**config.mk**
```make
export PLATFORM = sky130hd
export DESIGN_NAME = spte_ctrl_flat
export DESIGN_NICKNAME = d
export VERILOG_FILES = /design/src/hdl/sandpile_topple_engine_macros.svh /design/src/hdl/spte_pkg.sv /design/src/hdl/spte_ifs.sv /design/src/hdl/spte_ctrl.sv /design/src/flat_wrapper.sv
export SDC_FILE = /design/constraint.sdc
export NUM_CORES = 1
export LEC_CHECK = 0
export BUFFER_PORTS_ARGS = -buffer_cell sky130_fd_sc_hd__buf_2
export CORE_MARGIN = 2
export CORE_UTILIZATION = 55
export CTS_BUF_LIST = sky130_fd_sc_hd__clkbuf_8
export DETAILED_ROUTE_END_ITERATION = 12
export PLACE_DENSITY_LB_ADDON = 0.08
export SLEW_MARGIN = 20
export SYNTH_ARGS = -nofsm -noshare
export SYNTH_HDL_FRONTEND = slang
export SYNTH_SLANG_ARGS = --single-unit
```
**constraint.sdc**
```tcl
create_clock -name clk_i -period 6.3 [get_ports clk_i]
set_clock_uncertainty 0.1 [all_clocks]
set_input_delay 0.315 -clock clk_i [delete_from_list [all_inputs] [get_ports clk_i]]
set_output_delay 0.315 -clock clk_i [all_outputs]
set_load 0.05 [all_outputs]
```
**src/hdl/sandpile_topple_engine_macros.svh**
```systemverilog
// Assertion helpers for the sandpile topple engine.
// Each macro expects clk_i and rst_ni to be visible where it is used.
`ifndef SANDPILE_TOPPLE_ENGINE_MACROS_SVH
`define SANDPILE_TOPPLE_ENGINE_MACROS_SVH

`define SPTE_ASSERT_IMPLY(lbl, ante, cons) \
  lbl: assert property (@(posedge clk_i) disable iff (!rst_ni) (ante) |-> (cons)) \
    else $error("spte: same-cycle implication violated");

`define SPTE_ASSERT_NEXT(lbl, ante, cons) \
  lbl: assert property (@(posedge clk_i) disable iff (!rst_ni) (ante) |=> (cons)) \
    else $error("spte: next-cycle implication violated");

`define SPTE_ASSERT_NEVER(lbl, cond) \
  lbl: assert property (@(posedge clk_i) disable iff (!rst_ni) !(cond)) \
    else $error("spte: forbidden condition seen");

`endif

```
**src/hdl/spte_pkg.sv**
```systemverilog
`default_nettype none
package spte_pkg;

  localparam int GRID_SIDE_DEF  = 32;
  localparam int FIFO_DEPTH_DEF = 1024;

  localparam int CMD_W       = 2;
  localparam int COORD_W     = 5;
  localparam int HEIGHT_IN_W = 4;
  localparam int HEIGHT_W    = 8;
  localparam int STATUS_W    = 2;
  localparam int TOPPLE_W    = 16;

  localparam int HEIGHT_MAX  = 255;
  localparam int TOPPLE_LOSS = 8;
  localparam int TOPPLE_MOD  = 9;
  localparam int MULT_LAST   = HEIGHT_MAX / TOPPLE_MOD;

  localparam logic [CMD_W-1:0] CMD_WRITE = 2'd0;
  localparam logic [CMD_W-1:0] CMD_DROP  = 2'd1;
  localparam logic [CMD_W-1:0] CMD_READ  = 2'd2;

  localparam logic [STATUS_W-1:0] STATUS_OK       = 2'd0;
  localparam logic [STATUS_W-1:0] STATUS_REFUSED  = 2'd1;
  localparam logic [STATUS_W-1:0] STATUS_OVERFLOW = 2'd2;

  // Neighbor order: left column (up, same, down), same column (up, down),
  // right column (up, same, down).
  localparam logic [7:0] NB_DR_NEG = 8'b0010_1001;
  localparam logic [7:0] NB_DR_POS = 8'b1001_0100;
  localparam logic [7:0] NB_DC_NEG = 8'b0000_0111;
  localparam logic [7:0] NB_DC_POS = 8'b1110_0000;
  localparam logic [2:0] NB_LAST   = 3'd7;

  typedef struct packed {
    logic                sink;
    logic [HEIGHT_W-1:0] height;
  } cell_t;

  typedef struct packed {
    logic push;
    logic pop;
  } fifo_ctl_t;

  typedef struct packed {
    logic empty;
    logic full;
  } fifo_sts_t;

  typedef enum logic [3:0] {
    S_CLEAR,
    S_IDLE,
    S_RD_WAIT,
    S_DROP_WAIT,
    S_POP,
    S_POP_WAIT,
    S_TOP,
    S_NB,
    S_DONE
  } state_e;

  function automatic logic is_mult9(input logic [HEIGHT_W-1:0] h);
    logic hit;
    hit = 1'b0;
    for (int k = 1; k <= MULT_LAST; k++) begin
      if (h == HEIGHT_W'(TOPPLE_MOD * k)) begin
        hit = 1'b1;
      end
    end
    return hit;
  endfunction

  function automatic logic [HEIGHT_W-1:0] topple_sub(input logic [HEIGHT_W-1:0] h);
    return (h >= HEIGHT_W'(TOPPLE_LOSS)) ? h - HEIGHT_W'(TOPPLE_LOSS) : '0;
  endfunction

endpackage
`default_nettype wire

```
**src/hdl/spte_ifs.sv**
```systemverilog
`default_nettype none
interface spte_cmd_if;
  logic                               valid;
  logic                               ready;
  logic [spte_pkg::CMD_W-1:0]         cmd;
  logic [spte_pkg::COORD_W-1:0]       row;
  logic [spte_pkg::COORD_W-1:0]       col;
  logic [spte_pkg::HEIGHT_IN_W-1:0]   height;
  logic                               make_sink;

  modport source (output valid, cmd, row, col, height, make_sink, input ready);
  modport sink   (input valid, cmd, row, col, height, make_sink, output ready);
endinterface

interface spte_res_if;
  logic                            valid;
  logic                            ready;
  logic [spte_pkg::STATUS_W-1:0]   status;
  logic [spte_pkg::HEIGHT_W-1:0]   cell_height;
  logic                            cell_is_sink;
  logic [spte_pkg::TOPPLE_W-1:0]   topple_count;

  modport source (output valid, status, cell_height, cell_is_sink, topple_count, input ready);
  modport sink   (input valid, status, cell_height, cell_is_sink, topple_count, output ready);
endinterface
`default_nettype wire

```
**src/hdl/spte_ctrl.sv**
```systemverilog
`default_nettype none
module spte_ctrl #(
  parameter int  GRID_SIDE = spte_pkg::GRID_SIDE_DEF,
  localparam int CELLS     = GRID_SIDE * GRID_SIDE,
  localparam int CELL_W    = $clog2(CELLS),
  localparam int RC_W      = $clog2(GRID_SIDE),
  localparam int ENTRY_W   = 2 * RC_W
) (
  input  logic                   clk_i,
  input  logic                   rst_ni,
  spte_cmd_if.sink               cmd_i,
  spte_res_if.source             res_o,
  output logic                   grid_we_o,
  output logic [CELL_W-1:0]      grid_waddr_o,
  output spte_pkg::cell_t        grid_wdata_o,
  output logic [CELL_W-1:0]      grid_raddr_o,
  input  spte_pkg::cell_t        grid_rdata_i,
  output spte_pkg::fifo_ctl_t    fifo_ctl_o,
  output logic [ENTRY_W-1:0]     fifo_wdata_o,
  input  logic [ENTRY_W-1:0]     fifo_rdata_i,
  input  spte_pkg::fifo_sts_t    fifo_sts_i
);

  localparam logic [RC_W-1:0] CENTRE = RC_W'(GRID_SIDE / 2);
  localparam logic [RC_W-1:0] EDGE   = RC_W'(GRID_SIDE - 1);

  function automatic logic [RC_W-1:0] step(input logic [RC_W-1:0] v,
                                           input logic neg, input logic pos);
    return neg ? v - 1'b1 : (pos ? v + 1'b1 : v);
  endfunction

  function automatic logic nb_ok(input logic [2:0] k, input logic [RC_W-1:0] r,
                                 input logic [RC_W-1:0] c);
    return !(spte_pkg::NB_DC_NEG[k] && c == '0) && !(spte_pkg::NB_DC_POS[k] && c == EDGE) &&
           !(spte_pkg::NB_DR_NEG[k] && r == '0) && !(spte_pkg::NB_DR_POS[k] && r == EDGE);
  endfunction

  function automatic logic [CELL_W-1:0] lin(input logic [RC_W-1:0] r,
                                            input logic [RC_W-1:0] c);
    return CELL_W'(int'(r) * GRID_SIDE + int'(c));
  endfunction

  spte_pkg::state_e state_q, state_d;
  logic [CELL_W-1:0] clr_cnt_q, clr_cnt_d;
  logic              out_valid_q, out_valid_d;

  logic [RC_W-1:0]   cur_row_q, cur_row_d;
  logic [RC_W-1:0]   cur_col_q, cur_col_d;
  logic [2:0]        nb_k_q, nb_k_d;
  logic [spte_pkg::TOPPLE_W-1:0] topples_q, topples_d;
  logic              ovf_q, ovf_d;
  logic [spte_pkg::STATUS_W-1:0] res_status_q, res_status_d;
  logic [spte_pkg::HEIGHT_W-1:0] res_height_q, res_height_d;
  logic              res_sink_q, res_sink_d;

  logic [spte_pkg::STATUS_W-1:0] out_status_q;
  logic [spte_pkg::HEIGHT_W-1:0] out_height_q;
  logic              out_sink_q;
  logic [spte_pkg::TOPPLE_W-1:0] out_topples_q;
  logic              out_load;

  logic              in_fire;
  logic              in_inside;
  logic [CELL_W-1:0] in_addr;

  logic [RC_W-1:0]   tgt_row, tgt_col;
  logic              tgt_ok;
  logic [spte_pkg::HEIGHT_W-1:0] grain_h;
  logic              grain_do;

  logic [2:0]        nxt_k;
  logic [RC_W-1:0]   nxt_row, nxt_col;
  logic [CELL_W-1:0] nxt_addr;

  logic [RC_W-1:0]   pop_row, pop_col;

  assign cmd_i.ready = (state_q == spte_pkg::S_IDLE);
  assign in_fire     = cmd_i.valid && cmd_i.ready;
  assign in_inside   = (int'(cmd_i.row) < GRID_SIDE) && (int'(cmd_i.col) < GRID_SIDE);
  assign in_addr     = CELL_W'(int'(cmd_i.row) * GRID_SIDE + int'(cmd_i.col));

  assign tgt_row  = (state_q == spte_pkg::S_NB) ?
                    step(cur_row_q, spte_pkg::NB_DR_NEG[nb_k_q], spte_pkg::NB_DR_POS[nb_k_q]) :
                    cur_row_q;
  assign tgt_col  = (state_q == spte_pkg::S_NB) ?
                    step(cur_col_q, spte_pkg::NB_DC_NEG[nb_k_q], spte_pkg::NB_DC_POS[nb_k_q]) :
                    cur_col_q;
  assign tgt_ok   = (state_q == spte_pkg::S_NB) ? nb_ok(nb_k_q, cur_row_q, cur_col_q) : 1'b1;
  assign grain_h  = grid_rdata_i.height + 1'b1;
  assign grain_do = tgt_ok && !grid_rdata_i.sink &&
                    (grid_rdata_i.height != spte_pkg::HEIGHT_W'(spte_pkg::HEIGHT_MAX));

  assign nxt_k    = (state_q == spte_pkg::S_TOP) ? '0 : nb_k_q + 1'b1;
  assign nxt_row  = step(cur_row_q, spte_pkg::NB_DR_NEG[nxt_k], spte_pkg::NB_DR_POS[nxt_k]);
  assign nxt_col  = step(cur_col_q, spte_pkg::NB_DC_NEG[nxt_k], spte_pkg::NB_DC_POS[nxt_k]);
  assign nxt_addr = nb_ok(nxt_k, cur_row_q, cur_col_q) ? lin(nxt_row, nxt_col) : '0;

  assign pop_row  = fifo_rdata_i[ENTRY_W-1:RC_W];
  assign pop_col  = fifo_rdata_i[RC_W-1:0];

  always_comb begin
    state_d      = state_q;
    clr_cnt_d    = clr_cnt_q;
    cur_row_d    = cur_row_q;
    cur_col_d    = cur_col_q;
    nb_k_d       = nb_k_q;
    topples_d    = topples_q;
    ovf_d        = ovf_q;
    res_status_d = res_status_q;
    res_height_d = res_height_q;
    res_sink_d   = res_sink_q;
    out_load     = 1'b0;
    grid_we_o    = 1'b0;
    grid_waddr_o = '0;
    grid_wdata_o = '0;
    grid_raddr_o = '0;
    fifo_ctl_o   = '0;
    fifo_wdata_o = {tgt_row, tgt_col};

    case (state_q)
      spte_pkg::S_CLEAR: begin
        grid_we_o    = 1'b1;
        grid_waddr_o = clr_cnt_q;
        clr_cnt_d    = clr_cnt_q + 1'b1;
        if (clr_cnt_q == CELL_W'(CELLS - 1)) begin
          state_d = spte_pkg::S_IDLE;
        end
      end
      spte_pkg::S_IDLE: begin
        if (in_fire) begin
          res_status_d = spte_pkg::STATUS_OK;
          res_height_d = '0;
          res_sink_d   = 1'b0;
          topples_d    = '0;
          ovf_d        = 1'b0;
          cur_row_d    = CENTRE;
          cur_col_d    = CENTRE;
          state_d      = spte_pkg::S_DONE;
          case (cmd_i.cmd)
            spte_pkg::CMD_WRITE: begin
              if (in_inside) begin
                grid_we_o           = 1'b1;
                grid_waddr_o        = in_addr;
                grid_wdata_o.sink   = cmd_i.make_sink;
                grid_wdata_o.height = cmd_i.make_sink ? '0 :
                                      spte_pkg::HEIGHT_W'(cmd_i.height);
              end
            end
            spte_pkg::CMD_READ: begin
              if (in_inside) begin
                grid_raddr_o = in_addr;
                state_d      = spte_pkg::S_RD_WAIT;
              end
            end
            spte_pkg::CMD_DROP: begin
              grid_raddr_o = lin(CENTRE, CENTRE);
              state_d      = spte_pkg::S_DROP_WAIT;
            end
            default: begin
              state_d = spte_pkg::S_DONE;
            end
          endcase
        end
      end
      spte_pkg::S_RD_WAIT: begin
        res_height_d = grid_rdata_i.height;
        res_sink_d   = grid_rdata_i.sink;
        state_d      = spte_pkg::S_DONE;
      end
      spte_pkg::S_DROP_WAIT, spte_pkg::S_NB: begin
        if (state_q == spte_pkg::S_DROP_WAIT && grid_rdata_i.sink) begin
          res_status_d = spte_pkg::STATUS_REFUSED;
          state_d      = spte_pkg::S_DONE;
        end else begin
          if (grain_do) begin
            grid_we_o           = 1'b1;
            grid_waddr_o        = lin(tgt_row, tgt_col);
            grid_wdata_o.height = grain_h;
            if (spte_pkg::is_mult9(grain_h)) begin
              if (fifo_sts_i.full) begin
                ovf_d = 1'b1;
              end else begin
                fifo_ctl_o.push = 1'b1;
              end
            end
          end
          if (state_q == spte_pkg::S_NB && nb_k_q != spte_pkg::NB_LAST) begin
            nb_k_d       = nxt_k;
            grid_raddr_o = nxt_addr;
          end else begin
            state_d = spte_pkg::S_POP;
          end
        end
      end
      spte_pkg::S_POP: begin
        if (fifo_sts_i.empty) begin
          res_status_d = ovf_q ? spte_pkg::STATUS_OVERFLOW : spte_pkg::STATUS_OK;
          state_d      = spte_pkg::S_DONE;
        end else begin
          fifo_ctl_o.pop = 1'b1;
          state_d        = spte_pkg::S_POP_WAIT;
        end
      end
      spte_pkg::S_POP_WAIT: begin
        cur_row_d    = pop_row;
        cur_col_d    = pop_col;
        grid_raddr_o = lin(pop_row, pop_col);
        state_d      = spte_pkg::S_TOP;
      end
      spte_pkg::S_TOP: begin
        grid_we_o           = 1'b1;
        grid_waddr_o        = lin(cur_row_q, cur_col_q);
        grid_wdata_o.sink   = grid_rdata_i.sink;
        grid_wdata_o.height = spte_pkg::topple_sub(grid_rdata_i.height);
        if (topples_q != '1) begin
          topples_d = topples_q + 1'b1;
        end
        nb_k_d       = nxt_k;
        grid_raddr_o = nxt_addr;
        state_d      = spte_pkg::S_NB;
      end
      spte_pkg::S_DONE: begin
        if (!out_valid_q || res_o.ready) begin
          out_load = 1'b1;
          state_d  = spte_pkg::S_IDLE;
        end
      end
      default: begin
        state_d = spte_pkg::S_IDLE;
      end
    endcase

    out_valid_d = (out_valid_q && !res_o.ready) || out_load;
  end

  always_ff @(posedge clk_i or negedge rst_ni) begin
    if (!rst_ni) begin
      state_q     <= spte_pkg::S_CLEAR;
      clr_cnt_q   <= '0;
      out_valid_q <= 1'b0;
    end else begin
      state_q     <= state_d;
      clr_cnt_q   <= clr_cnt_d;
      out_valid_q <= out_valid_d;
    end
  end

  always_ff @(posedge clk_i) begin
    cur_row_q    <= cur_row_d;
    cur_col_q    <= cur_col_d;
    nb_k_q       <= nb_k_d;
    topples_q    <= topples_d;
    ovf_q        <= ovf_d;
    res_status_q <= res_status_d;
    res_height_q <= res_height_d;
    res_sink_q   <= res_sink_d;
    if (out_load) begin
      out_status_q  <= res_status_q;
      out_height_q  <= res_height_q;
      out_sink_q    <= res_sink_q;
      out_topples_q <= topples_q;
    end
  end

  assign res_o.valid        = out_valid_q;
  assign res_o.status       = out_status_q;
  assign res_o.cell_height  = out_height_q;
  assign res_o.cell_is_sink = out_sink_q;
  assign res_o.topple_count = out_topples_q;

endmodule
`default_nettype wire

```
**src/flat_wrapper.sv**
```systemverilog
// flat-port wrapper written by rule: the top's interface ports become plain ports
module spte_ctrl_flat 
#(
  parameter int  GRID_SIDE = spte_pkg::GRID_SIDE_DEF,
  localparam int CELLS     = GRID_SIDE * GRID_SIDE,
  localparam int CELL_W    = $clog2(CELLS),
  localparam int RC_W      = $clog2(GRID_SIDE),
  localparam int ENTRY_W   = 2 * RC_W
)
  (clk_i, rst_ni, grid_we_o, grid_waddr_o, grid_wdata_o, grid_raddr_o, grid_rdata_i, fifo_ctl_o, fifo_wdata_o, fifo_rdata_i, fifo_sts_i, cmd_i_valid, cmd_i_cmd, cmd_i_row, cmd_i_col, cmd_i_height, cmd_i_make_sink, cmd_i_ready, res_o_valid, res_o_status, res_o_cell_height, res_o_cell_is_sink, res_o_topple_count, res_o_ready);
  spte_cmd_if cmd_i_i ();
  spte_res_if res_o_i ();
  input  logic clk_i;
  input  logic rst_ni;
  output logic grid_we_o;
  output logic [CELL_W-1:0] grid_waddr_o;
  output spte_pkg::cell_t grid_wdata_o;
  output logic [CELL_W-1:0] grid_raddr_o;
  input  spte_pkg::cell_t grid_rdata_i;
  output spte_pkg::fifo_ctl_t fifo_ctl_o;
  output logic [ENTRY_W-1:0] fifo_wdata_o;
  input  logic [ENTRY_W-1:0] fifo_rdata_i;
  input  spte_pkg::fifo_sts_t fifo_sts_i;
  input wire logic [$bits(cmd_i_i.valid)-1:0] cmd_i_valid;
  input wire logic [$bits(cmd_i_i.cmd)-1:0] cmd_i_cmd;
  input wire logic [$bits(cmd_i_i.row)-1:0] cmd_i_row;
  input wire logic [$bits(cmd_i_i.col)-1:0] cmd_i_col;
  input wire logic [$bits(cmd_i_i.height)-1:0] cmd_i_height;
  input wire logic [$bits(cmd_i_i.make_sink)-1:0] cmd_i_make_sink;
  output wire logic [$bits(cmd_i_i.ready)-1:0] cmd_i_ready;
  output wire logic [$bits(res_o_i.valid)-1:0] res_o_valid;
  output wire logic [$bits(res_o_i.status)-1:0] res_o_status;
  output wire logic [$bits(res_o_i.cell_height)-1:0] res_o_cell_height;
  output wire logic [$bits(res_o_i.cell_is_sink)-1:0] res_o_cell_is_sink;
  output wire logic [$bits(res_o_i.topple_count)-1:0] res_o_topple_count;
  input wire logic [$bits(res_o_i.ready)-1:0] res_o_ready;
  assign cmd_i_i.valid = cmd_i_valid;
  assign cmd_i_i.cmd = cmd_i_cmd;
  assign cmd_i_i.row = cmd_i_row;
  assign cmd_i_i.col = cmd_i_col;
  assign cmd_i_i.height = cmd_i_height;
  assign cmd_i_i.make_sink = cmd_i_make_sink;
  assign cmd_i_ready = cmd_i_i.ready;
  assign res_o_valid = res_o_i.valid;
  assign res_o_status = res_o_i.status;
  assign res_o_cell_height = res_o_i.cell_height;
  assign res_o_cell_is_sink = res_o_i.cell_is_sink;
  assign res_o_topple_count = res_o_i.topple_count;
  assign res_o_i.ready = res_o_ready;
  spte_ctrl #(.GRID_SIDE(GRID_SIDE)) u_core (.clk_i(clk_i), .rst_ni(rst_ni), .cmd_i(cmd_i_i), .res_o(res_o_i), .grid_we_o(grid_we_o), .grid_waddr_o(grid_waddr_o), .grid_wdata_o(grid_wdata_o), .grid_raddr_o(grid_raddr_o), .grid_rdata_i(grid_rdata_i), .fifo_ctl_o(fifo_ctl_o), .fifo_wdata_o(fifo_wdata_o), .fifo_rdata_i(fifo_rdata_i), .fifo_sts_i(fifo_sts_i));
endmodule
```
Yosys cells after proc, flatten, opt, wreduce, memory -nomap -nowiden
Memory sizes are Yosys's and may differ from the RTL's. A register that Yosys moved wholly into a read port is not among the register bits.
Index checks and enable logic that the tools add are counted.
{ "word_totals": {"ff_bits": 83, "romBits": 64, "out_inout_bits": 71, "elab_cells": 267, "memories": 8} }
{ "classes": {"n_addsub": 14, "order_cmp": 3, "n_eq_ne": 56, "n_mux": 119, "reduce_logical": 52} }
{ "memory_table": {"columns": ["name", "words", "word_bits", "read_ports", "rd_clocked_by_memory_dff", "write_ports", "line", "source"], "rows": [
  ["(name not given)", 8, 1, 1, 1, 0, "spte_ctrl.sv:86", "step(cur_col_q, spte_pkg::NB_DC_NEG[nb_k_q], spte_pkg::NB_DC_POS[nb_k_q]) :"],
  ["(name not given)", 8, 1, 1, 0, 0, "spte_ctrl.sv:95", "assign nxt_col = step(cur_col_q, spte_pkg::NB_DC_NEG[nxt_k], spte_pkg::NB_DC_POS[nxt_k]);"],
  ["(name not given)", 8, 1, 1, 1, 0, "spte_ctrl.sv:83", "step(cur_row_q, spte_pkg::NB_DR_NEG[nb_k_q], spte_pkg::NB_DR_POS[nb_k_q]) :"],
  ["(name not given)", 8, 1, 1, 0, 0, "spte_ctrl.sv:94", "assign nxt_row = step(cur_row_q, spte_pkg::NB_DR_NEG[nxt_k], spte_pkg::NB_DR_POS[nxt_k]);"],
  ["(name not given)", 8, 1, 1, 1, 0, "spte_ctrl.sv:86", null],
  ["(name not given)", 8, 1, 1, 1, 0, "spte_ctrl.sv:83", null],
  ["2 more memories", null, null, null, null, null, null, null]
]} }
{ "ops": {"columns": ["cell", "count"], "rows": [
  ["$eq 8x8->1 const B", 14],
  ["$mux 10", 8],
  ["$pmux 10 s4", 2],
  ["$mux 1", 58],
  ["$eq 8x7->1 const B", 7],
  ["$mux 5", 11],
  ["$add 10x5->10", 5],
  ["$eq 8x6->1 const B", 4],
  ["$mux 16", 2],
  ["$mux 8", 4],
  ["$pmux 16 s2", 1],
  ["$pmux 4 s8", 1],
  ["$mux 4", 7],
  ["$pmux 8 s3", 1],
  ["$mux 3", 7],
  ["$logic_and 1x1->1", 20],
  ["$pmux 10 s2", 1],
  ["$pmux 5 s2", 2],
  ["$mux 9", 2],
  ["$add 16x1->16 const B", 1],
  ["$eq 4x3->1 const B", 4],
  ["$eq 8x5->1 const B", 2],
  ["$ne 16x16->1 const B", 1],
  ["$pmux 8 s2", 1],
  ["39 further kinds", 78]
]} }

Logic depth before layout (Yosys ltp)
Gate-level depths: netlist (run 1).
{ "depth": {"ltp_word": 37, "depth_mapped": 11, "depth_no_buf": 10} }

Least setup slack after synthesis (run 1)
No wires, ideal clock.
{ "synth_timing": {"kind": "reg-to-output", "start": "register u_core.state_q[2]", "end": "output grid_waddr_o[6]", "arrival_time_ns": 3.615, "t_required_ns": 5.885, "setup_slack_ns": 2.270, "path_stages_with_launch": 8, "path_buffers": 2, "cell_sequence": "dfrtp_1 > clkbuf_1 > nor2b_1 > nand3_1 > clkbuf_1 > o311ai_0 > nand2_1 > nand2_1"} }
{ "synth_rtl": {"columns": ["element", "line", "source"], "rows": [
  ["from (decl)", "spte_ctrl.sv:43", "spte_pkg::state_e state_q, state_d;"],
  ["from (signal assigned)", "spte_ctrl.sv:238", "state_q <= spte_pkg::S_CLEAR;"],
  ["from (signal assigned)", "spte_ctrl.sv:242", "state_q <= state_d;"],
  ["$eq 4x3->1", "spte_ctrl.sv:82", "assign tgt_row = (state_q == spte_pkg::S_NB) ?"],
  ["$mux 5", "spte_ctrl.sv:82", null],
  ["named net fifo_wdata_o[6]", "flat_wrapper.sv:21", "output logic [ENTRY_W-1:0] fifo_wdata_o;"],
  ["$add 10x5->10", "spte_ctrl.sv:40", "return CELL_W'(int'(r) * GRID_SIDE + int'(c));"],
  ["$mux 10", "spte_ctrl.sv:175", "if (grain_do) begin"],
  ["$mux 10", "spte_ctrl.sv:171", "if (state_q == spte_pkg::S_DROP_WAIT && grid_rdata_i.sink) begin"],
  ["$pmux 10 s4", "spte_ctrl.sv:120", "case (state_q)"],
  ["to (decl)", "flat_wrapper.sv:16", "output logic [CELL_W-1:0] grid_waddr_o;"]
]} }
The timed path passes the listed nets, and every way through them passes these cells.

Worst setup path after layout (run 1)
{ "layout_timing": {"start": "register u_core.state_q[3]", "end": "output grid_raddr_o[1]"} }
{ "layout_via": {"elab_chain_cells": 13} }
{ "layout_lines": {"columns": ["element", "line", "source"], "rows": [
  ["parallel branches: the longest is 12 deep, another holds $add 10x5->10", null, null],
  ["$pmux 10 s4 (*)", "spte_ctrl.sv:120", null],
  ["to (decl)", "flat_wrapper.sv:18", "output logic [CELL_W-1:0] grid_raddr_o;"]
]} }
Mark *: on every way between the ends. The select of a mux whose other input is x is not followed.

==> results of run 1 <==
==> metal layers <==
layer  vias up  part of all wire  global-route usage
li1       2384                 -                   -
met1      2407              0.43              0.3758
met2       249              0.47              0.4231
met3        40             0.077             0.04353
met4         0             0.024             0.08905
met5         -                 0                   0
==> layout make-up <==
cell class              instances  share of cell area
clock buffers                   9             0.01875
clock inverters                 7             0.01099
inverters                      28             0.01591
multi-input cells             441              0.4584
flip-flops and latches         87              0.3781
well taps                     136             0.02576
repair buffers                118             0.09206
==> through the flow <==
| stage | instances | hold slack (ps) |
|---|---|---|
| after global placement | 809 | 131.4 |
| after detailed placement | 809 | 139.2 |
| after CTS | 826 | 156.1 |
| after floorplan | 589 | -80.59 |
| after global routing | 826 | 160.6 |
| final | 826 | 163.7 |
==> registers in the layout, summed over array words and instances, names as in the netlist, named ones only <==
| signal | cells |
|---|---|
| u_core.res_o.cell_is_sink | 1 |
| u_core.state_q | 4 |
| u_core.cur_col_q | 5 |
| u_core.clr_cnt_q | 10 |
| u_core.ovf_q | 1 |
| u_core.cur_row_q | 5 |
| u_core.res_o.status | 2 |
| u_core.res_status_q | 2 |
| u_core.res_o.topple_count | 16 |
| u_core.res_o.valid | 1 |
| u_core.res_height_q | 8 |
| u_core.res_o.cell_height | 8 |
| u_core.res_sink_q | 1 |
| u_core.topples_q | 16 |
| u_core.nb_k_q | 3 |
==> synthesized netlist by cell type, drive strengths merged (4+ instances only) <==
cell	count	area (µm²)
xor2	18	157.7
xnor2	24	247.7
dfrtp	15	375.4
dfxtp	4	80.08
ha	28	350.3
or2	4	25.02
o21ai	25	125.1
a221o	16	160.2
nand2b	11	68.82
buf	14	76.31
inv	28	105.1
a22oi	8	60.06
a21oi	24	123.9
o22ai	12	75.07
nand4	9	56.30
a31oi	5	31.28
edfxtp	68	2042
and3	11	68.82
a222oi	7	70.07
nor4	7	50.05
clkbuf	19	71.32
nand3	24	137.6
nand3b	4	30.03
a22o	5	43.79
mux2i	6	60.06
and2	13	81.33
mux2	4	45.04
nand2	49	183.9
nor2	57	219.0
nor3	6	30.03
nor2b	11	68.82
or3	9	56.30
==> power by group through the flow <==
stage	Sequential, mW	Combinational [mW]	Clock, mW
4_1_cts	0.941	0.958	0.400
3_3_place_gp	0.945	0.942	0
6_report	0.944	0.963	0.393
3_5_place_dp	0.951	0.953	0
5_1_grt	0.966	1.03	0.422
2_1_floorplan	0.958	0.696	0
==> worst paths after layout <==
kind,startpoint,endpoint
min reg2reg,u_core.res_status_q[1],u_core.res_o.status[1]
max in group asynchronous,rst_ni,u_core.state_q[2]
min in group asynchronous,rst_ni,u_core.clr_cnt_q[7]
max,u_core.state_q[3],grid_raddr_o[1]
max reg2reg,u_core.cur_col_q[0],u_core.ovf_q
min,fifo_rdata_i[2],u_core.cur_col_q[2]
==> logic make-up (layout without fill, tap and decap cells) <==
| family | count (synthesis) | in the layout | share of synthesized area |
|---|---|---|---|
| simple gates | 223 | 223 | 0.1985 |
| fa+ha+maj | 28 | 28 | 0.06069 |
| compound gates | 137 | 137 | 0.1721 |
| flops | 87 | 87 | 0.4326 |
| xor+xnor | 43 | 43 | 0.07412 |
| buf+inv | 61 | 162 | 0.04378 |
| mux | 10 | 10 | 0.01821 |
==> what timing repair did <==
item | CTS | global route
setup endpoints to repair | 0 | 0
hold buffers | 1 | 0
endpoints found under the hold margin | 15 | 0
==> metrics.md, run 1 <==
| Metric | Value |
|---|---|
| Worst setup path category | reg2out |
| Starting Density | 0.5617 |
| DR WL/cell | 18.20 µm |
| Pleak | 2.729 nW |
| Synth Warn # | 0 |
| Initial antenna violation count | 0 |
| RSZ-0062 raised after global routing | no |
| First-pass GRT wire length | around 24 mm |
| Worst-Margin Slew | 1008 ps |
| Fin Setup TNS | 0 ps |
| CTS H-tree lvls | 3 |
| Power, Total | 2.300 mW |
| EDFF count, synth | 68 |
| HPWL Detailed | around 11 mm |
| Clock latency on the worst-skew pair | between 300 and 400 ps |
| Sequential cell area | 2497 µm² |
| GP Congestion | 0.9382 |
| Post-route minimum period | 4176 ps |
| GRT Total Usage | 0.2672 |
| Cells on Worst Hold Path | 2 |
| Buf+Inv Stages, Crit Path | 3 |
| CP top delay family | compound AO/OA/AOI/OAI gates |
| Critical Path AT | 3760 ps |
| Gr ovfl total | 0 |
| Layout cells sized above 1 | 0.2246 |
| Post-route setup slack | between 2000 and 2500 ps |
| Period utilisation layout | 0.6629 |
| Status | finished, final reports clean |
| I/O Buffers | 112 |
| Clock Power Share | 0.171 |
| Syn-to-layout area delta | 14.41% |
| Post-synth design cell area | a little under 6000 µm² |
| Pin count of the biggest net entering global routing | 28 |
| Total CTS buffers | 9 |
| Site Rows | 37 |
| Critical path's slowest cell | dfrtp_1 |
| Post-synth cell types | 72 |
| CP cell instances | nand4bb_1, buf_4, nand2_1, ha_1, inv_1, mux2i_1, nor2b_1, a2111oi_1, o31a_1, a221o_1, buf_2 |
| R2r setup slk | 2720 ps |
| Vias per std cell | 6.150 |
| Sw frac | 0.4503 |
| Post-CTS resize count | 0 |
| Total wire length | 15.03 mm |
| Chip width | 106.5 µm |
| CTS tree | yes |
| Post-synth ARST share | 0.1724 |
| Combinational Power Share | 0.419 |
| Placement Cell Area | ~6400 µm² |
| Die area | 11330 µm² |
| Max incr delay on CP | 710 ps |
| Post-synthesis net count | 659 |
| Mapped Cells | between 500 and 600 |
| Avg Cell Area, Syn | 9.801 µm² |
| R2R cell count | 10 |
| Root buffer cell | clkbuf_8 |
| Required time worst endpoint | 5880 ps |
| Vert. Die Dim | 106.5 µm |
| CP max FO | 23 |
| Fmax achieved | 239.5 MHz |
| #FFs+latches synth | 87 |
| CP Depth | 11 |
| Top FF cell, synth | edfxtp_1 |
| Core ar. | 10280 µm² |
| Worst relative slew slack | 0.3276 |
| Io pins | 113 |
| Final Hold Vio Count | 0 |
| Nets | 755 |
| Commonest non-fill, non-tap cell in the layout | buf_2 |
| Worst ir drop on vdd | 0.0002295 V |
| Via count | 5080 |
| Clock Path Buffers | 2 |
| Drt pass-1 iters | 8 |
| Antenna diodes | 0 |
| Initial DRC Count | 468 |
| Place WS | 2541 ps |
| Slew Limit Fails | 0 |
| Post-DRT Antenna Nets | 0 |
| Internal power | 1.264 mW |
| Count of final setup violators | 0 |
| Multi-input gate area | slightly above 3000 µm² |
| DRC Markers | 0 |
| Sequential area share after synthesis | 0.4326 |
| CP Launch Type | flop |
| Worst setup EP type | output pin |
| Post-CTS Setup Repair Bufs | 0 |
| P_sw | 1.036 mW |
| Hold crit path type | in2reg |
| Finished Cell Area | 6605 µm² |
| CTS sink cnt | 87 |
| Clock slew at reported path FFs | 90 ps |
| Fillcell total | 884 |
| Power Density | ~350 nW/µm² |
| Final core utilization | 0.6427 |
| Commonest cells after routing, fill and taps aside | buf_2 (112), edfxtp_1 (68), nor2_1 (54) |
| Vias in the first global route | 4711 |
| MaxCap Viol Count | 0 |
| Reg power frac | 0.410 |
Note: power is estimated with default switching activity, not from simulation.
==> run 2: changes to the inputs <==
--- a/config.mk
+++ b/config.mk
@@ -7,7 +7,7 @@
 export LEC_CHECK = 0
 export BUFFER_PORTS_ARGS = -buffer_cell sky130_fd_sc_hd__buf_2
 export CORE_MARGIN = 2
-export CORE_UTILIZATION = 55
+export CORE_UTILIZATION = 52
 export CTS_BUF_LIST = sky130_fd_sc_hd__clkbuf_8
 export DETAILED_ROUTE_END_ITERATION = 12
 export PLACE_DENSITY_LB_ADDON = 0.08
==> constraint.sdc (replaced) <==
create_clock -name clk_i -period 3.8 [get_ports clk_i]
set_clock_uncertainty 0.1 [all_clocks]
set_input_delay 0.19 -clock clk_i [delete_from_list [all_inputs] [get_ports clk_i]]
set_output_delay 0.19 -clock clk_i [all_outputs]
set_load 0.05 [all_outputs]
==> run 2 against run 1 <==
Worst hold slack got worse by 150 ps; utilization down 2.4 points; non-clock buffer count grew 7; first-iteration DRC count shrank 0.21%; clock-buffer cell count unchanged; cell count rose by 1.5%; sequential power grew 64%; clock power grew 76%; critical endpoint is now grid_raddr_o[8]; largest cell class unchanged; highest routed layer unchanged.
==> metrics.md, run 2 (synthesized netlist as in run 1, its figures left out) <==
| Metric | Value |
|---|---|
| Status | finished, final reports clean |
| Period utilisation layout | 0.9453 |
| Drt pass-1 iters | 8 |
| Hold crit path type | in2reg |
| Fmax achieved | 278.4 MHz |
| M1 WL | 6.596 mm |
| MaxCap Viol Count | 0 |
| Critical Path AT | 3300 ps |
| Vias in the first global route | 4685 |
| Worst setup path category | reg2out |
| Finished Cell Area | 6708 µm² |
| GP Congestion | 0.9811 |
| Placement Cell Area | 6454 µm² |
| Commonest cells after routing, fill and taps aside | buf_2 (112), edfxtp_1 (68), nor2_1 (55) |
| Clock Path Buffers | 2 |
| Non-Filler Instances | 838 |
| Commonest non-fill, non-tap cell in the layout | buf_2 |
| Met3 wire length | 1.094 mm |
| First-pass GRT wire length | 23.12 mm |
| CTS tree | yes |
| R2r startpoint | u_core.cur_col_q[0] |
| Worst-Margin Slew | 913.6 ps |
| Required time worst endpoint | 3510 ps |
| Post-DRT Antenna Nets | 0 |
| Die area | around 12000 µm² |
| CTS sink cnt | 87 |
| CP Launch Type | flop |
| R2r setup slk | 880 ps |
| Gr ovfl total | 0 |
| Vias per std cell | approximately 6.1 |
| Clock latency on the worst-skew pair | approximately 370 ps |
| Via count | 5084 |
| Final core utilization | 0.6188 |
| Core ar. | 10840 µm² |
| GRT Total Usage | 0.2496 |
| Antenna diodes | 0 |
| Worst setup EP type | output pin |
| Placed Cells | 820 |
| Post-CTS Setup Repair Bufs | 0 |
| Io pins | 113 |
| Count of final setup violators | 0 |
| Pin count of the biggest net entering global routing | 28 |
| Root buffer cell | clkbuf_8 |
| Sequential cell area | 2497 µm² |
| I/O Buffers | 112 |
| Worst relative slew slack | 0.3887 |
| Worst ir drop on vdd | around 0.00033 V |
| Multi-input gate area | 3060 µm² |
| Post-route minimum period | 3592 ps |
| Initial antenna violation count | 0 |
| Nets | 763 |
| Critical Path Start | u_core.state_q[0] |
| Clock slew at reported path FFs | 100 ps |
| DRC Markers | 0 |
| HPWL Detailed | around 11 mm |
| Chip width | 109.4 µm |
| Max layer used | met4 |
| Hold Crit Start | fifo_rdata_i[1] |
| Initial DRC Count | 467 |
| Slew Limit Fails | 0 |
| Power Density | approximately 580 nW/µm² |
| Site Rows | 38 |
| RSZ-0062 raised after global routing | no |
| Total wire length | roughly 15 mm |
| Layout cells sized above 1 | 0.2378 |
| Total CTS buffers | 9 |
| DR WL/cell | 17.48 µm |
| CP max FO | 11 |
| Wire length on met2 | a little under 7 mm |
| Pleak | around 2.8 nW |
| Fillcell total | 919 |
| Starting Density | 0.5325 |
| CTS H-tree lvls | 3 |
| Fin Setup TNS | 0 ps |
| Vert. Die Dim | 109.4 µm |
| Syn-to-layout area delta | 16.19% |
| Final Hold Vio Count | 0 |
==> run 2: metrics by stage <==
stage | hold WS [ps] | setup WS [ps] | power, mW
5_1_grt | 14.90 | 45.99 | 4.067
3_5_place_dp | 10.88 | 372.4 | 3.170
4_1_cts | 7.591 | 116.8 | 3.856
6_report | 14.35 | 207.7 | 3.861
3_3_place_gp | 6.306 | 550.6 | 3.139
2_1_floorplan | -205.6 | 301.4 | 2.744
==> run 2: power breakdown <==
| part | leakage [nW] | internal (mW) | switching [mW] |
|---|---|---|---|
| clock | 0.107 | 0.319 | 0.371 |
| sequential | 0.858 | 1.31 | 0.234 |
| combinational | 1.81 | 0.489 | 1.14 |
==> run 2: metal layers <==
metal,track usage,vias up
li1,-,2401
met3,0.04564,23
met1,0.3557,2452
met5,0,-
met4,0.08137,0
met2,0.3854,208
==> run 2: cell type report <==
| cell class | instances | share of cell area |
|---|---|---|
| clock buffers | 9 | 0.01847 |
| well taps | 140 | 0.02611 |
| repair buffers | 125 | 0.09849 |
| multi-input cells | 442 | 0.4563 |
| flip-flops and latches | 87 | 0.3723 |
| inverters | 28 | 0.01567 |
| clock inverters | 7 | 0.01268 |
==> run 2: final timing paths <==
kind / endpoint / cells after the start
max in group asynchronous: u_core.res_o.valid / 2
min in group asynchronous: u_core.clr_cnt_q[9] / 2
hold / removal: u_core.cur_col_q[1] / 2
setup / recovery: grid_raddr_o[8] / 10
hold reg to reg: u_core.res_o.cell_height[7] / 0
setup reg to reg: u_core.ovf_q / 9
==> run 2: critical path: stages (launching register included) <==
cell and delay (ps):
dfrtp_1 490, nand4bb_2 380, nand2b_1 200, inv_1 100, ha_1 220, a21oi_2 350, nor2b_2 300, a41oi_1 160
xnor2_1 170, a221o_1 350, buf_2 210
==> run 2: repair_timing <==
action / in CTS / in global routing
hold endpoints to repair: 15 / 0
hold buffers: 1 / 0
endpoints found under the setup margin: 9 / 9
gates resized for setup: 1 / 4
gates cloned: 0 / 1
pin swaps: 0 / 0
==> run 3: changes to the inputs <==
--- a/config.mk
+++ b/config.mk
@@ -5,13 +5,13 @@
 export SDC_FILE = /design/constraint.sdc
 export NUM_CORES = 1
 export LEC_CHECK = 0
+export ABC_AREA = 1
 export BUFFER_PORTS_ARGS = -buffer_cell sky130_fd_sc_hd__buf_2
 export CORE_MARGIN = 2
 export CORE_UTILIZATION = 52
 export CTS_BUF_LIST = sky130_fd_sc_hd__clkbuf_8
 export DETAILED_ROUTE_END_ITERATION = 12
 export PLACE_DENSITY_LB_ADDON = 0.08
-export SLEW_MARGIN = 20
 export SYNTH_ARGS = -nofsm -noshare
 export SYNTH_HDL_FRONTEND = slang
 export SYNTH_SLANG_ARGS = --single-unit
==> run 3 against run 2 <==
First-iteration DRC count fell by 6.6%; critical endpoint is now grid_waddr_o[3]; clock-buffer cell count unchanged; critical path type unchanged; sequential share of layout area increased by 0.29 points; highest routed layer unchanged; utilization is 0.21 points lower; non-clock buffer count down 3.
==> metrics.md, run 3 <==
| Metric | Value |
|---|---|
| Critical Path Most Common Cell | nand2_1 |
| Status | finished, final reports clean |
| GP Congestion | ~0.96 |
| Final Hold Vio Count | 0 |
| Placed Cells | 960 |
| Largest family of logic cells by synthesized area | simple AND/OR/NAND/NOR gates |
| Sequential area share after synthesis | 0.4371 |
| Io pins | 113 |
| Hold crit path type | in2reg |
| Initial DRC Count | 436 |
| Vias in the first global route | 4946 |
| Most frequent cells after synthesis | nand2_1 (166), inv_1 (85), nor2_1 (79) |
| Pleak | approximately 3.1 nW |
| Post-synthesis net count | 782 |
| Hold Crit Start | fifo_rdata_i[2] |
| Post-synth top area cell | edfxtp_1 |
| Max incr delay on CP | 490 ps |
| Total wire length | 14.91 mm |
| Synth Warn # | 0 |
| Simple-gate share of the synthesized area | 0.2608 |
| Sequential cell area | 2497 µm² |
| CP max FO | 12 |
| Synth area leaders | edfxtp_1 (36%), nand2_1 (11%), dfrtp_1 (6.6%) |
| Compound-gate portion of the synthesized area | 0.1244 |
| DR WL/cell | 15.22 µm |
| Via count | 5373 |
| Adder-Cell Fraction of Synth Area | 0.06132 |
| Cells on Worst Hold Path | 3 |
| Commonest cells after routing, fill and taps aside | nand2_1 (166), buf_2 (112), inv_1 (86) |
| Critical Path AT | 2980 ps |
| Worst setup EP type | output pin |
| Commonest non-fill, non-tap cell in the layout | nand2_1 |
| Worst setup path category | reg2out |
| Power, Total | 4.275 mW |
| Vias per std cell | 5.483 |
| Gr ovfl total | 0 |
| Chip width | about 110 µm |
| Total CTS buffers | 9 |
| Buf+Inv Stages, Crit Path | 2 |
| Root buffer cell | clkbuf_8 |
| Post-synth cell types | 42 |
| CP top delay family | buffers and inverters |
| Clock latency on the worst-skew pair | between 300 and 400 ps |
| CP Depth | 12 |
| CTS tree | yes |
| Post-synth top area share | 0.3574 |
| Post-CTS resize count | 0 |
| CP Launch Type | flop |
| CTS sink cnt | 87 |
| R2r startpoint | u_core.state_q[0] |
| Multi-input gate area | 2781 µm² |
| #FFs+latches synth | 87 |
| Worst ir drop on vdd | 0.0003681 V |
| Nets | 905 |
| HPWL Detailed | 11.70 mm |
| Site Rows | 38 |
| Slew Limit Fails | 0 |
| Top FF cell, synth | edfxtp_1 |
| Hold buffers post-CTS | 4 |
| Critical Path Start | u_core.cur_row_q[0] |
| Synth Area in XOR/XNOR | 0.03986 |
| Vert. Die Dim | ~110 µm |
| Post-route minimum period | between 3000 and 4000 ps |
| Initial antenna violation count | 0 |
| Period utilisation layout | 0.8616 |
| Syn-to-layout area delta | 16.49% |
| Fmax achieved | 305.4 MHz |
| Layout cells sized above 1 | 0.2083 |
| Clock Path Buffers | 2 |
| Mapped Cells | 712 |
| Post-CTS Setup Repair Bufs | 0 |
| Power Density | approximately 640 nW/µm² |
| Mux cell area share after synthesis | 0 |
| Worst-Margin Slew | 699.7 ps |
| Count of final setup violators | 0 |
| Non-Filler Instances | 980 |
| Fillcell total | 983 |
| Post-synth design cell area | 5713 µm² |
| Fin Setup TNS | 0 ps |
| MaxCap Viol Count | 0 |
| I/O Buffers | ~110 |
| First-pass GRT wire length | 24.03 mm |
| Die area | 11840 µm² |
| Core ar. | 10790 µm² |
| Post-synth ARST share | 0.1724 |
| RSZ-0062 raised after global routing | no |
| Required time worst endpoint | 3510 ps |
| EDFF count, synth | 68 |
| DRC Markers | 0 |
| Most common cell in the synthesized netlist | nand2_1 |
| CP cell instances | ha_1, nand2_1, nor2_1, ha_1, nand2_1, nand3_1, o21ai_2, nand3_2, inv_1, nand2_1, o2111ai_1, buf_2 |
| Avg Cell Area, Syn | 8.024 µm² |
| CTS H-tree lvls | 3 |
| Antenna diodes | 0 |
| Starting Density | 0.5293 |
| Drt pass-1 iters | 6 |
| R2R cell count | 12 |
| Post-DRT Antenna Nets | 0 |
| Clock slew at reported path FFs | 90 ps |
| Critical path's slowest cell | edfxtp_1 |
| Worst relative slew slack | 0.5318 |
| Pin count of the biggest net entering global routing | 28 |
| GRT Total Usage | 0.2621 |
[run 3: cell count changes after synthesis, moves of 10 or more]
cell and delta:
inv_1 +59, inv_2 +13, o211ai_1 +10, and3_1 -10, nand2b_1 -11, nand3_1 +33, nor2b_1 -11, clkbuf_1 -16
xnor2_1 -14, nor2_1 +24, and2_1 -13, a221o_1 -16, nand2_1 +117, o21ai_0 +13
[run 3: stage by stage]
step	cell area (µm²)	hold WS, ps	setup slack [ps]	util
2_1_floorplan	5713	-205.6	604.2	-
3_3_place_gp	6442	8.394	948.3	0.5969
3_5_place_dp	6442	6.691	945.2	0.5969
4_1_cts	6655	1.211	546.0	0.6166
5_1_grt	6655	36.11	296.7	0.6166
6_report	6655	15.18	526.1	0.6166
[run 3: report_power, final]
part | internal (mW) | total, mW | switching, mW
Clock | 0.239 | 0.595 | 0.356
Sequential | 1.44 | 1.65 | 0.215
Combinational | 0.481 | 2.03 | 1.55
[run 3: area by class of cell]
type,count,area share
Multi-Input combinational cell,513,0.4179
Inverter,102,0.05753
Sequential cell,87,0.3753
Timing Repair Buffer,122,0.09701
Clock inverter,7,0.007332
Clock buffer,9,0.01861
Tap cell,140,0.02632
[run 3: kinds of logic after synthesis]
logic type	count (synthesis)
AND/OR/NAND/NOR	343
AO/OA/AOI/OAI	116
adder cells (fa/ha/maj)	28
buffers and inverters	112
XOR/XNOR	26
flip-flops	87
[run 3: path summary, 6_finish.rpt]
kind | end | slack (ps)
worst min-delay path | u_core.cur_col_q[2] | 20
worst min register to register | u_core.res_o.cell_height[7] | 320
worst max register to register | flop | 1240
worst max-delay path | grid_waddr_o[3] | 530
min in group asynchronous | u_core.state_q[2] | 150
max in group asynchronous | u_core.state_q[1] | 3190
[run 3: per-layer routing]
layer,global-route usage,part of all wire,wire length [µm],vias to the layer above
li1,-,-,-,2629
met1,0.3729,0.46,6867,2474
met2,0.3933,0.44,6552,234
met3,0.04662,0.069,1035,36
met4,0.1126,0.031,458,0
met5,0,0,0,-
[run 3: worst min-delay path: stages]
cell and delay (ps):
buf_2 70, nand2_1 40, inv_1 60
